### src/design/pklc_pkg.sv
package pklc_pkg;

   localparam int WAYS = 4;
   localparam int WAY_W = (WAYS > 1) ? $clog2(WAYS) : 1;

   localparam logic [31:0] FNV_BASIS = 32'd2166136261;
   localparam logic [31:0] FNV_PRIME = 32'd16777619;

   localparam logic [3:0] FMT_PAL_BASE = 4'd8;
   localparam logic [3:0] FMT_OTHER_BASE = 4'd12;
   localparam logic [2:0] STRIDE_BYTES_PAL = 3'd4;
   localparam logic [2:0] DEPTH_DEEP = 3'b111;

   typedef enum logic [1:0] {
      CMD_BYTE = 2'd0,
      CMD_END  = 2'd1,
      CMD_NONE = 2'd2,
      CMD_RSVD = 2'd3
   } cmd_type;

   typedef enum logic [1:0] {
      ST_HIT   = 2'd0,
      ST_FILL  = 2'd1,
      ST_UNSUP = 2'd2,
      ST_NOPAL = 2'd3
   } status_type;

   typedef enum logic [1:0] {
      ORD_BGR = 2'd0,
      ORD_RGB = 2'd1,
      ORD_XBGR = 2'd2,
      ORD_XRGB = 2'd3
   } order_type;

   typedef struct packed {
      logic       supported;
      logic [2:0] red_bits;
      logic [2:0] green_bits;
      logic [2:0] blue_bits;
      logic [4:0] red_shift;
      logic [4:0] green_shift;
      logic [4:0] blue_shift;
      logic [2:0] stride_bytes;
      logic [2:0] dest_depth_log2;
   } layout_type;

   // x * 0x01000193 as shift-add
   function automatic logic [31:0] fnv_step(input logic [31:0] h, input logic [7:0] b);
      logic [31:0] x;
      x = h ^ {24'd0, b};
      return x + (x << 1) + (x << 4) + (x << 7) + (x << 8) + (x << 24);
   endfunction

   function automatic logic fmt_deep(input logic [3:0] f);
      return f < FMT_PAL_BASE;
   endfunction

   function automatic logic fmt_pal(input logic [3:0] f);
      return (f >= FMT_PAL_BASE) && (f < FMT_OTHER_BASE);
   endfunction

   function automatic layout_type make_layout(input logic [3:0] src, input logic [3:0] dst);
      layout_type l;
      logic [3:0] lg;
      l = '0;
      l.dest_depth_log2 = DEPTH_DEEP;
      lg = dst - FMT_PAL_BASE;
      if (fmt_deep(src) && fmt_pal(dst)) begin
         l.supported = 1'b1;
         if (lg == 4'd3) begin
            l.red_bits = 3'd5;
            l.green_bits = 3'd6;
            l.blue_bits = 3'd5;
         end else begin
            l.red_bits = 3'd4;
            l.green_bits = 3'd4;
            l.blue_bits = 3'd4;
         end
         unique case (order_type'(src[1:0]))
            ORD_BGR: begin
               l.red_shift = 5'd16; l.green_shift = 5'd8; l.blue_shift = 5'd0;
            end
            ORD_RGB: begin
               l.red_shift = 5'd0; l.green_shift = 5'd8; l.blue_shift = 5'd16;
            end
            ORD_XBGR: begin
               l.red_shift = 5'd24; l.green_shift = 5'd16; l.blue_shift = 5'd8;
            end
            ORD_XRGB: begin
               l.red_shift = 5'd8; l.green_shift = 5'd16; l.blue_shift = 5'd24;
            end
            default: begin
               l.red_shift = 5'd0; l.green_shift = 5'd0; l.blue_shift = 5'd0;
            end
         endcase
         l.dest_depth_log2 = lg[2:0];
      end else if (fmt_pal(src) && fmt_deep(dst)) begin
         l.supported = 1'b1;
         l.stride_bytes = STRIDE_BYTES_PAL;
      end
      return l;
   endfunction

endpackage

### src/design/palette_keyed_lru_map_cache_core.sv
// End and none beats reach their result strobe via the input register, then the result register.
// Throughput: one beat per cycle; busy is never raised. The hash fold (constant shift-add
// multiply), the per-way tag compares and the recency victim search all sit in one stage.
// Results cannot be stalled by the receiver.
// Reset (synchronous, active high) restarts the hash, clears all way valid bits and the use clock.
module palette_keyed_lru_map_cache_core (
   input  logic              clock,
   input  logic              reset,
   input  logic              start,
   output logic              busy,
   input  logic [1:0]        req_cmd,
   input  logic [7:0]        req_palette_byte,
   input  logic [3:0]        req_src_format,
   input  logic [3:0]        req_dst_format,
   output logic              rsp_valid,
   output logic [1:0]        rsp_status,
   output logic [1:0]        rsp_slot,
   output logic [31:0]       rsp_palette_hash,
   output logic [2:0]        rsp_red_bits,
   output logic [2:0]        rsp_green_bits,
   output logic [2:0]        rsp_blue_bits,
   output logic [4:0]        rsp_red_shift,
   output logic [4:0]        rsp_green_shift,
   output logic [4:0]        rsp_blue_shift,
   output logic [2:0]        rsp_stride_bytes,
   output logic signed [2:0] rsp_dest_depth_log2
);

   localparam int WAYS = pklc_pkg::WAYS;
   localparam int WAY_W = pklc_pkg::WAY_W;

   // input register
   logic                 req_vld_ff;
   pklc_pkg::cmd_type    cmd_ff;
   logic [7:0]           byte_ff;
   logic [3:0]           src_ff;
   logic [3:0]           dst_ff;

   // state
   logic [31:0]          hash_ff, hash_in;
   logic [31:0]          clk_ff, clk_in;
   logic [WAYS-1:0]      valid_ff, valid_in;
   logic [3:0]           wsrc_ff [WAYS];
   logic [3:0]           wdst_ff [WAYS];
   logic [31:0]          whash_ff [WAYS];
   logic [31:0]          wstamp_ff [WAYS];

   // result register
   logic                 rsp_vld_ff, rsp_vld_in;
   pklc_pkg::status_type status_ff, status_in;
   logic [1:0]           slot_ff, slot_in;
   logic [31:0]          phash_ff, phash_in;
   pklc_pkg::layout_type lay_ff, lay_in;

   // lookup
   pklc_pkg::layout_type lay;
   logic                 hit;
   logic [WAY_W-1:0]     hit_idx;
   logic                 free_found;
   logic [WAY_W-1:0]     victim;
   logic [31:0]          oldest;
   logic                 wr_en;
   logic [WAY_W-1:0]     wr_idx;
   logic [31:0]          clk_inc;

   assign busy = 1'b0;

   always_ff @(posedge clock) begin
      if (reset) begin
         req_vld_ff <= 1'b0;
      end else begin
         req_vld_ff <= start;
      end
      cmd_ff  <= pklc_pkg::cmd_type'(req_cmd);
      byte_ff <= req_palette_byte;
      src_ff  <= req_src_format;
      dst_ff  <= req_dst_format;
   end

   always_comb begin
      lay = pklc_pkg::make_layout(src_ff, dst_ff);
      clk_inc = clk_ff + 32'd1;

      hit = 1'b0;
      hit_idx = '0;
      for (int i = 0; i < WAYS; i++) begin
         if (!hit && valid_ff[i] && wsrc_ff[i] == src_ff && wdst_ff[i] == dst_ff &&
             whash_ff[i] == hash_ff) begin
            hit = 1'b1;
            hit_idx = WAY_W'(i);
         end
      end

      free_found = 1'b0;
      victim = '0;
      oldest = valid_ff[0] ? wstamp_ff[0] : 32'd0;
      for (int i = 0; i < WAYS; i++) begin
         if (!free_found) begin
            if (!valid_ff[i]) begin
               free_found = 1'b1;
               victim = WAY_W'(i);
            end else if (wstamp_ff[i] < oldest) begin
               oldest = wstamp_ff[i];
               victim = WAY_W'(i);
            end
         end
      end

      hash_in = hash_ff;
      clk_in = clk_ff;
      valid_in = valid_ff;
      wr_en = 1'b0;
      wr_idx = victim;
      rsp_vld_in = 1'b0;
      status_in = pklc_pkg::ST_NOPAL;
      slot_in = '0;
      phash_in = '0;
      lay_in = pklc_pkg::make_layout(4'd0, 4'd0);

      if (req_vld_ff) begin
         unique case (cmd_ff)
            pklc_pkg::CMD_BYTE: begin
               hash_in = pklc_pkg::fnv_step(hash_ff, byte_ff);
            end
            pklc_pkg::CMD_END: begin
               hash_in = pklc_pkg::FNV_BASIS;
               rsp_vld_in = 1'b1;
               phash_in = hash_ff;
               lay_in = lay;
               if (hit) begin
                  status_in = pklc_pkg::ST_HIT;
                  slot_in = 2'(hit_idx);
                  clk_in = clk_inc;
                  wr_idx = hit_idx;
               end else if (lay.supported) begin
                  status_in = pklc_pkg::ST_FILL;
                  slot_in = 2'(victim);
                  clk_in = clk_inc;
                  valid_in[victim] = 1'b1;
                  wr_en = 1'b1;
               end else begin
                  status_in = pklc_pkg::ST_UNSUP;
                  valid_in[victim] = 1'b0;
               end
            end
            pklc_pkg::CMD_NONE: begin
               hash_in = pklc_pkg::FNV_BASIS;
               rsp_vld_in = 1'b1;
               status_in = pklc_pkg::ST_NOPAL;
            end
            default: begin
            end
         endcase
      end
   end

   always_ff @(posedge clock) begin
      if (reset) begin
         hash_ff <= pklc_pkg::FNV_BASIS;
         clk_ff <= '0;
         valid_ff <= '0;
         rsp_vld_ff <= 1'b0;
      end else begin
         hash_ff <= hash_in;
         clk_ff <= clk_in;
         valid_ff <= valid_in;
         rsp_vld_ff <= rsp_vld_in;
      end
      if (wr_en) begin
         wsrc_ff[wr_idx] <= src_ff;
         wdst_ff[wr_idx] <= dst_ff;
         whash_ff[wr_idx] <= hash_ff;
      end
      if (clk_in != clk_ff) begin
         wstamp_ff[wr_idx] <= clk_in;
      end
      status_ff <= status_in;
      slot_ff <= slot_in;
      phash_ff <= phash_in;
      lay_ff <= lay_in;
   end

   assign rsp_valid = rsp_vld_ff;
   assign rsp_status = status_ff;
   assign rsp_slot = slot_ff;
   assign rsp_palette_hash = phash_ff;
   assign rsp_red_bits = lay_ff.red_bits;
   assign rsp_green_bits = lay_ff.green_bits;
   assign rsp_blue_bits = lay_ff.blue_bits;
   assign rsp_red_shift = lay_ff.red_shift;
   assign rsp_green_shift = lay_ff.green_shift;
   assign rsp_blue_shift = lay_ff.blue_shift;
   assign rsp_stride_bytes = lay_ff.stride_bytes;
   assign rsp_dest_depth_log2 = $signed(lay_ff.dest_depth_log2);

endmodule

### config.mk
export PLATFORM = sky130hd
export DESIGN_NAME = palette_keyed_lru_map_cache_core
export DESIGN_NICKNAME = d
export VERILOG_FILES = /design/src/design/pklc_pkg.sv /design/src/design/palette_keyed_lru_map_cache_core.sv
export SDC_FILE = /design/constraint.sdc
export NUM_CORES = 1
export LEC_CHECK = 0
export ABC_AREA = 1
export ABC_CLOCK_PERIOD_IN_PS = 24200
export BUFFER_PORTS_ARGS = -buffer_cell sky130_fd_sc_hd__buf_2
export CAP_MARGIN = 20
export CORE_UTILIZATION = 60
export CTS_BUF_LIST = sky130_fd_sc_hd__clkbuf_4 sky130_fd_sc_hd__clkbuf_8
export CTS_CLUSTER_DIAMETER = 80
export DETAILED_ROUTE_END_ITERATION = 6
export PLACE_DENSITY = 0.82
export RECOVER_POWER = 25
export SYNTH_ARGS = -nofsm -noshare
export SYNTH_HDL_FRONTEND = slang
export SYNTH_SLANG_ARGS = --single-unit
export TNS_END_PERCENT = 30
### constraint.sdc
create_clock -name clock -period 24.2 [get_ports clock]
set_input_delay 2.42 -clock clock [delete_from_list [all_inputs] [get_ports clock]]
set_output_delay 2.42 -clock clock [all_outputs]
set_load 0.02 [all_outputs]
* Word level (Yosys, flattened, before mapping)
Memory sizes are Yosys's and may differ from the RTL's.
Index checks and enable logic that the tools add are counted.
** Cells by class
- $add $sub $neg :: 7
- Order comparisons :: 12
- Eq/ne operators :: 19
- Muxes and demuxes :: 59
- Bitwise logic cells :: 7
- Reduce and logical (&&, ||, !) cells :: 33
** Operators with widths (count)
- 32-bit two-way mux :: 13
- 32-bit adder :: 5
- 32-bit == test :: 4
- 32-bit < comparator :: 4
- 32-bit case mux with 2 select lines :: 1
- 15-bit case mux with 4 select lines :: 1
- 32-bit by 1-bit adder with 32-bit output (second input constant) :: 1
- 4-bit == test :: 8
- 32-bit != test :: 1
- 32-bit by 8-bit XOR with 32-bit output :: 1
- 2-bit two-way mux :: 15
- 1-bit two-way mux :: 25
- 1-bit logical AND :: 20
- 4-bit < comparator (second input constant) :: 4
- 4-bit >= comparator (second input constant) :: 2
- 7-bit two-way mux :: 1
- 2-bit == test (second input constant) :: 3
- 3-bit AND reduction :: 2
- 4-bit bitwise AND :: 1
- 2-bit by 1-bit == test with 1-bit output (second input constant) :: 2
- 4-bit by 2-bit == test with 1-bit output (second input constant) :: 1
- 2-bit logical NOT :: 2
- 4-bit two-way mux :: 1
- 4-bit inverter :: 1
- 12 further kinds :: 18
** Word-level totals
- Bits in registers :: 154
- Bits in writable memories :: 288
- Input bits :: 21
- Memories :: 4
** Memory list
- whash_ff :: depth 4, bits a word 32, rd ports 4, clocked after memory_dff 0, wr ports 1, line palette_keyed_lru_map_cache_core.sv:45 : logic [31:0] whash_ff [WAYS];
- wstamp_ff :: depth 4, bits a word 32, rd ports 4, clocked after memory_dff 0, wr ports 1, line palette_keyed_lru_map_cache_core.sv:46 : logic [31:0] wstamp_ff [WAYS];
- wdst_ff :: depth 4, bits a word 4, rd ports 4, clocked after memory_dff 0, wr ports 1, line palette_keyed_lru_map_cache_core.sv:44 : logic [3:0] wdst_ff [WAYS];
- wsrc_ff :: depth 4, bits a word 4, rd ports 4, clocked after memory_dff 0, wr ports 1, line palette_keyed_lru_map_cache_core.sv:43 : logic [3:0] wsrc_ff [WAYS];

* Depth between registers and ports, before layout
Gate-level depths: netlist of run 1.
An unclocked memory read counts as a cell.
- Depth after elaboration :: 30
- Mapped depth :: 49
- Gate-level depth less buffers :: 45

* Worst setup path before layout of run 1
OpenSTA, ideal clock, no wires.
- Path kind :: flip-flop to flip-flop
- From :: register (tool-made name)
- To :: memory wdst_ff[2][0], enable pin
- Arrival time :: 7.913 ns
- Data required time :: 23.713 ns
- Slack :: 15.800 ns
- Stages on the path, launching flop included :: 36
- Buffers on the path :: 4
- Period minus slack after synthesis :: 8.400 ns
- Cells stage by stage :: dfxtp_1 > buf_2 > buf_1 > nand2_1 > ha_1 > a21oi_1 > nor2_1 > nor3b_1 > a21oi_1 > nor2_1 > nand3_4 > clkbuf_1 > o21ai_0 > o21ai_0 > ha_1 > a21oi_1 > nor2_1 > a211oi_1 > o21a_1 > o21ai_0 > a21oi_1 > nand3_2 > clkbuf_1 > nand2_1 > o21ai_0 > ha_1 > nand4_1 > nor4_1 > inv_1 > nor4_1 > nand2_1 > nand2_1 > nand2_1 > nand2_2 > nand3_2 > nor3_1
** RTL lines (line)
- end: declaration :: palette_keyed_lru_map_cache_core.sv:44

==> flow_metrics.tcl, run 1 <==
set metrics [dict create \
    grt_max_degree 64 \
    grt_pass1_vias 19463 \
    grt_setup_unrepaired "false" \
    io_pins 89 \
    grt_pass1_wl_um 110700 \
    drt_iter0_drc 1837 \
    async_reset_ff_share_pct 0 \
    yosysTopAreaCell "edfxtp_1" \
    slowest_delay_ns 0.51 \
    yosysWarningCount 0 \
    wl_met2_um 34360 \
    worstSetupEndpointType "flop" \
    slew_viol_final 39 \
    fmax_mhz 118.9 \
    setup_tns_ns 0 \
    powerDensity_mw_per_mm2 113.0 \
    setup_violations 0 \
    wl_met3_um 6204 \
    failed_checks "max-capacitance violations, max-slew violations" \
    cts_tree "built" \
    clock_latency_ns 0.65 \
    synth_seq_area_share_pct 47.45 \
    cts_resized 0 \
    synth.avg_cell_area_um2 9.434 \
    yosysUniqueCellTypes 59 \
    routed_wl_um 72900 \
    wl_met1_um 27660 \
    post-route-drc-count 0 \
    io_buffers 73 \
    dieArea_mm2 0.04060 \
    cts_root_buffer "clkbuf_8" \
    rows 72 \
    tightest_slew_ns 2.228 \
    syn_area_mm2 0.02388 \
    synth_edf_count 288 \
    timing.final.hold_violations 0 \
    ys.flop_type "edfxtp_1" \
    path_clk_slew_ns 0.06 \
    wl_per_cell_um 22.53 \
    grt_overflow_total 0 \
    die_y_um 201.5 \
    cts_buffer_depth 3 \
    worstPathRequired_ns 24.54 \
    yosysTopAreaCellShare_pct 36.22 \
    antenna_found_initial 0 \
    cp_max_fo 63 \
    hold-worst-slack_ns 0.4666 \
    critPathArrivalTime_ns 8.75 \
    nNetsFinal 2915 \
    cp-endpoint "whash_ff[1][1]$_DFFE_PP_" \
    firstDrtPassIters 7 \
    p_leak_uw 0.01089 \
    period_minus_slack_ns 8.409 \
    finClkSkew_ns 0.03112 \
    r2r_end "whash_ff[1][1]$_DFFE_PP_" \
    rrSetupSlack_ns 15.79 \
    cts_setup_buffers 0 \
    start_util_pct 61.36 \
    hp-class "reg2reg" \
    clkSinkCount 422 \
    crit_path_top_delay_cell "dfxtp_1" \
    crit_top_cell "nand2_1" \
    status "complete, but fails checks" \
    cts_hold_buf 0 \
    core_area_mm2 0.03892 \
    dr.max_layer_used "met4" \
    fin_crit_sh_pct 34.75 \
    yosys_register_bits 422 \
    ant_nets 0 \
    ir_worst_vdd_mv 0.2354 \
    slew_headroom_pct -48.56 \
    dp_hpwl_um 53800 \
    rr_worst_depth 36 \
    fin_cells 3235 \
    path_class "reg2reg" \
    max_cap_violations 1 \
    drive_above_1_share_pct 11.96 \
    netlist_top_cells_area "edfxtp_1 36%, dfxtp_1 11%, ha_1 7.9%, nand2_1 7.0%, fa_1 6.8%" \
    synthCells 2531 \
    cts_htree_levels 3 \
    track_usage_pct 36.42 \
    dr_total_vias 19427 \
    start_kind "flop" \
    via_per_inst 6.005 \
    place_congestion 1.027 \
    dp.cells 3104 \
    die_x_um 201.5 \
    syn_to_final_growth_pct 11.02 \
    numCtsBuffers 71 \
    n_antenna_cell 0 \
]
power by group:
part / internal (µW) / switching [µW]
combinational: 532 / 909
sequential: 794 / 26.0
clock: 436 / 299
worst min path at each step:
stage	start	end	cells after the start
floorplan	req_vld_ff$_SDFF_PP0_	rsp_valid$_SDFF_PP0_	2
global placement	req_vld_ff$_SDFF_PP0_	rsp_valid$_SDFF_PP0_	2
CTS	req_vld_ff$_SDFF_PP0_	rsp_valid$_SDFF_PP0_	2
detailed placement	req_vld_ff$_SDFF_PP0_	rsp_valid$_SDFF_PP0_	2
global route	req_vld_ff$_SDFF_PP0_	rsp_valid$_SDFF_PP0_	2
finish	req_vld_ff$_SDFF_PP0_	rsp_valid$_SDFF_PP0_	2
worst max-delay path, delay by kind of cell, from the launching register on:
| family | cells | cell delay [ns] |
|---|---|---|
| compound gates | 11 | 1.83 |
| fa+ha+maj | 3 | 1.06 |
| simple gates | 18 | 3.50 |
| buf+inv | 4 | 1.13 |
| flops | 1 | 0.51 |
registers in the layout, summed over array words and instances (netlist names), 8 cells and up, named ones only:
name              flops
wdst_ff              16
whash_ff            128
byte_ff               8
wsrc_ff              16
clk_ff               32
hash_ff              32
rsp_palette_hash     32
wstamp_ff           128
cell usage after synthesis (all sizes together) (34+ instances only):
library cell / instances
nand2: 458
inv: 304
edfxtp: 288
nor2: 279
ha: 151
o21ai: 148
dfxtp: 134
a21oi: 119
nand4: 108
fa: 81
nor3: 69
nor4: 57
nand3: 56
or2: 49
xor2: 41
xnor2: 35
buf: 34
logic make-up after synthesis:
kind of cell	count (synthesis)	share of synthesized area [%]
AO/OA/AOI/OAI	321	7.478
XOR/XNOR	76	2.819
adder cells (fa/ha/maj)	232	14.70
buffers and inverters	374	6.277
flip-flops	422	47.45
other	1	0.01570
AND/OR/NAND/NOR	1105	21.25
per-layer routing:
layer  GRT usage, %  up-vias
li1               -     8911
met1          44.39     9210
met2          59.98     1027
met3          6.965      279
met4          22.29        0
met5              0        -
stage by stage:
step           power [µW]  util [%]  cell area, µm²  worst slack (ns)
3_3_place_gp         2189     63.99           24900             16.20
3_5_place_dp         2247     63.99           24900             15.75
6_report             2996     68.12           26510             15.79
5_1_grt              3227     68.12           26510             15.10
2_1_floorplan        1882         -           23930             15.80
4_1_cts              2985     68.19           26540             15.66
layout make-up:
type	instances	area, µm²
Fill cell	3155	12410
Inverter	308	1156
Clock inverter	19	307.8
Sequential cell	422	11330
Clock buffer	109	1325
Multi-Input combinational cell	1749	11150
Tap cell	518	648.1
Timing Repair Buffer	110	594.3
placed cells by master (no fill, tap or decap), types with 6 or more instances in the layout:
cell type	synthesis	final
nand4_1	107	107
inv_1	277	279
a211oi_1	8	8
xor2_1	40	40
nor2_2	7	9
edfxtp_1	288	288
nand2_2	11	12
ha_1	151	151
clkbuf_1	31	25
clkbuf_8	0	81
o22ai_1	7	7
clkbuf_4	0	28
dfxtp_1	134	134
or2_2	45	45
o21ai_0	143	143
a21oi_1	118	118
inv_2	27	25
nor4_1	56	56
nand3_1	53	53
nand2_1	447	446
buf_2	6	73
buf_4	21	9
nor4b_1	9	9
clkinv_1	4	6
conb_1	1	15
xnor2_1	35	35
o2111ai_1	10	10
nor2_1	270	265
o211ai_1	7	7
nor3b_1	8	8
fa_1	81	81
bufinv_16	0	8
nor3_1	65	64
Note: power is estimated with default switching activity, not from simulation.
==> run 2: changes to the inputs <==
ABC_AREA = 0   (was 1)
ABC_CLOCK_PERIOD_IN_PS = 7100   (was 24200)
CORE_UTILIZATION = 58   (was 60)
PLACE_DENSITY = 0.83   (was 0.82)
clock period = 7.1 ns   (was 24.2 ns; I/O delays follow)
==> run 2 against run 1 <==
The run ends with design-rule violations, max-capacitance violations, max-slew violations, negative setup slack left; sequential share of layout area down 1.1 points; cell area rose by 2.8%; worst setup slack worse by 17 ns; largest power group unchanged; clock power rose to 3.1 times the previous value.
==> flow_metrics.tcl, run 2 <==
set metrics [dict create \
    hp-class "in2reg" \
    timing.final.hold_violations 0 \
    use_met1_pct 38.50 \
    finClkSkew_ns 0.06658 \
    tightest_slew_ns 1.541 \
    fmax_mhz 123.7 \
    nNetsFinal 2389 \
    rr_worst_depth 35 \
    yosys_register_bits 422 \
    rows 71 \
    drt_iter0_drc 1541 \
    grt_pass1_vias 16799 \
    dp_hpwl_um 40430 \
    cts_tree "built" \
    grt_overflow_total 0 \
    fillerInstances 2391 \
    yosysWarningCount 0 \
    start_util_pct 59.03 \
    cp_max_fo 20 \
    grt_max_degree 46 \
    slew_headroom_pct -2.743 \
    ir_worst_vdd_mv 0.8279 \
    min-delay-start "req_dst_format[0]" \
    yosysTopAreaCell "edfxtp_1" \
    slowest_delay_ns 0.46 \
    netlist_top_cells_area "edfxtp_1 39%, dfxtp_1 12%, ha_1 8.5%, fa_1 7.3%, xor2_1 5.0%" \
    pre_cts_slack_ns -0.9382 \
    period_minus_slack_ns 8.082 \
    rrSetupSlack_ns -0.98 \
    via_per_inst 6.174 \
    wl_per_cell_um 23.67 \
    final_common_cell "edfxtp_1" \
    crit_path_top_delay_cell "o21ai_0" \
    synth_most_common_cell "edfxtp_1" \
    status "complete, but fails checks" \
    dieArea_mm2 0.03912 \
    hold-path-endpoint "dst_ff[0]$_DFF_P_" \
    firstDrtPassIters 7 \
    die_y_um 197.8 \
    fin_crit_sh_pct 113.8 \
    worstSetupEndpointType "flop" \
    io_buffers 73 \
    worstPathRequired_ns 7.43 \
    numCtsBuffers 68 \
    place_congestion 0.9468 \
    final_core_util_pct 72.35 \
    slew_viol_final 23 \
    path_class "reg2reg" \
    cts_buffer_depth 3 \
    hold_depth 1 \
    place_area_mm2 0.02441 \
    ant_nets 0 \
    die_x_um 197.8 \
    synth.avg_cell_area_um2 11.92 \
    worst_slack_ns -0.9815 \
    io_pins 89 \
    p_leak_uw 0.01117 \
    core_area_mm2 0.03767 \
    path_clk_slew_ns 0.07 \
    cts_root_buffer "clkbuf_8" \
    powerDensity_mw_per_mm2 325.0 \
    setup_violations 294 \
    synthCells 1866 \
    r2r_end "wdst_ff[2][2]$_DFFE_PP_" \
    dr_total_vias 16689 \
    total_power_uw 8857 \
    drive_above_1_share_pct 24.51 \
    grt_pass1_wl_um 93530 \
    use_met3_pct 5.348 \
    clkSinkCount 422 \
    async_reset_ff_share_pct 0 \
    failed_checks "design-rule violations, max-capacitance violations, max-slew violations, negative setup slack" \
    grt_setup_unrepaired "true" \
    syn_to_final_growth_pct 22.55 \
    syn_area_mm2 0.02224 \
    grt-busiest-layer "met2" \
    routed_wl_um 63970 \
    synth_common_cells "288 x edfxtp_1, 151 x ha_1, 134 x dfxtp_1" \
    cts_htree_levels 3 \
    setup_tns_ns -252.74 \
    critPathArrivalTime_ns 8.41 \
    clock_latency_ns 0.66 \
    yosysTopAreaCellShare_pct 38.89 \
    track_usage_pct 31.97 \
    fin_area_mm2 0.02725 \
    reg.largest.list "whash_ff x128, wstamp_ff x128" \
    cts_hold_buf 0 \
    synth_seq_area_share_pct 50.96 \
    max_cap_violations 1 \
    post-route-drc-count 1 \
    yosysUniqueCellTypes 77 \
    synth_edf_count 288 \
    layout_common_cells "288 x edfxtp_1, 135 x buf_4, 133 x ha_1, 133 x dfxtp_1, 127 x xor2_1" \
    grt_use_met2_pct 53.78 \
    start_kind "flop" \
    ys.flop_type "edfxtp_1" \
    antenna_found_initial 1 \
]
## run 2: changes by cell type in the layout (fill, tap and decap cells not counted), sizes merged, moves of 36 or more
cell,previous run,this run
nand2,458,132
inv,306,69
buf,85,257
nor2,279,117
o21ai,148,40
xor2,41,128
xnor2,35,101
nand4,108,45
or2,49,2
nor3,69,25
and2,0,40
and3,0,36
## run 2: kinds of logic (layout without fill, tap and decap cells)
group	count (synthesis)	after routing	share of synthesized area (%)
AO/OA/AOI/OAI	248	248	7.175
XOR/XNOR	229	229	9.054
adder cells (fa/ha/maj)	233	233	15.83
buffers and inverters	167	477	3.264
flip-flops	422	422	50.96
multiplexers	24	24	1.215
other	1	16	0.01687
AND/OR/NAND/NOR	542	543	12.48
## run 2: repair_timing
action / 4_1_cts / 5_1_grt
endpoints found under the setup margin: 294 / 294
resized for setup: 64 / 73
hold endpoints to repair: 0 / 0
cloned: 10 / 8
setup buffers: 20 / 20
pin swaps: 19 / 30
## run 2: layout make-up
class	instances	area [µm²]	area share, %
Sequential cell	422	11330	41.60
Inverter	67	255.2	0.9367
Tap cell	511	639.4	2.346
Clock inverter	20	181.4	0.6658
Multi-Input combinational cell	1292	11010	40.41
Timing Repair Buffer	285	2537	9.312
Antenna cell	1	2.502	0.009183
Clock buffer	105	1289	4.729
## run 2: worst max path at each step
stage               start                         end  slack (ns)  depth (start not counted)
detailed placement   flop  wstamp_ff[2][24]$_DFFE_PP_       -0.94                         36
CTS                  flop   wstamp_ff[2][3]$_DFFE_PP_       -0.55                         37
finish               flop     wdst_ff[2][2]$_DFFE_PP_       -0.98                         35
floorplan            flop     wdst_ff[3][0]$_DFFE_PP_       -0.71                         36
global placement     flop  wstamp_ff[2][25]$_DFFE_PP_       -0.55                         36
global route         flop   whash_ff[2][13]$_DFFE_PP_       -1.23                         35
## run 2: where the power goes
| group | internal [µW] | switching [µW] |
|---|---|---|
| Clock | 1240 | 1010 |
| Sequential | 2660 | 90.0 |
| Combinational | 1650 | 2190 |
## run 2: metal layers
metal	vias up	share of wire, %
met5	-	0
met4	0	6.2
met3	285	8.3
met2	968	49
met1	8176	37
li1	7260	-
## run 2: through the flow
stage | cells | hold slack (ns)
6_report | 2703 | 0.1797
3_3_place_gp | 2519 | 0.4674
4_1_cts | 2674 | 0.1541
2_1_floorplan | 1880 | 0.4548
5_1_grt | 2702 | 0.1619
3_5_place_dp | 2519 | 0.4710
## run 2: worst max-delay path, delay by kind of cell, from the launching register on
family / cells / cell delay [ns]
AO/OA/AOI/OAI: 14 / 3.23
AND/OR/NAND/NOR: 7 / 1.23
buffers and inverters: 10 / 1.65
multiplexers: 1 / 0.29
flip-flops: 1 / 0.43
adder cells (fa/ha/maj): 3 / 0.92
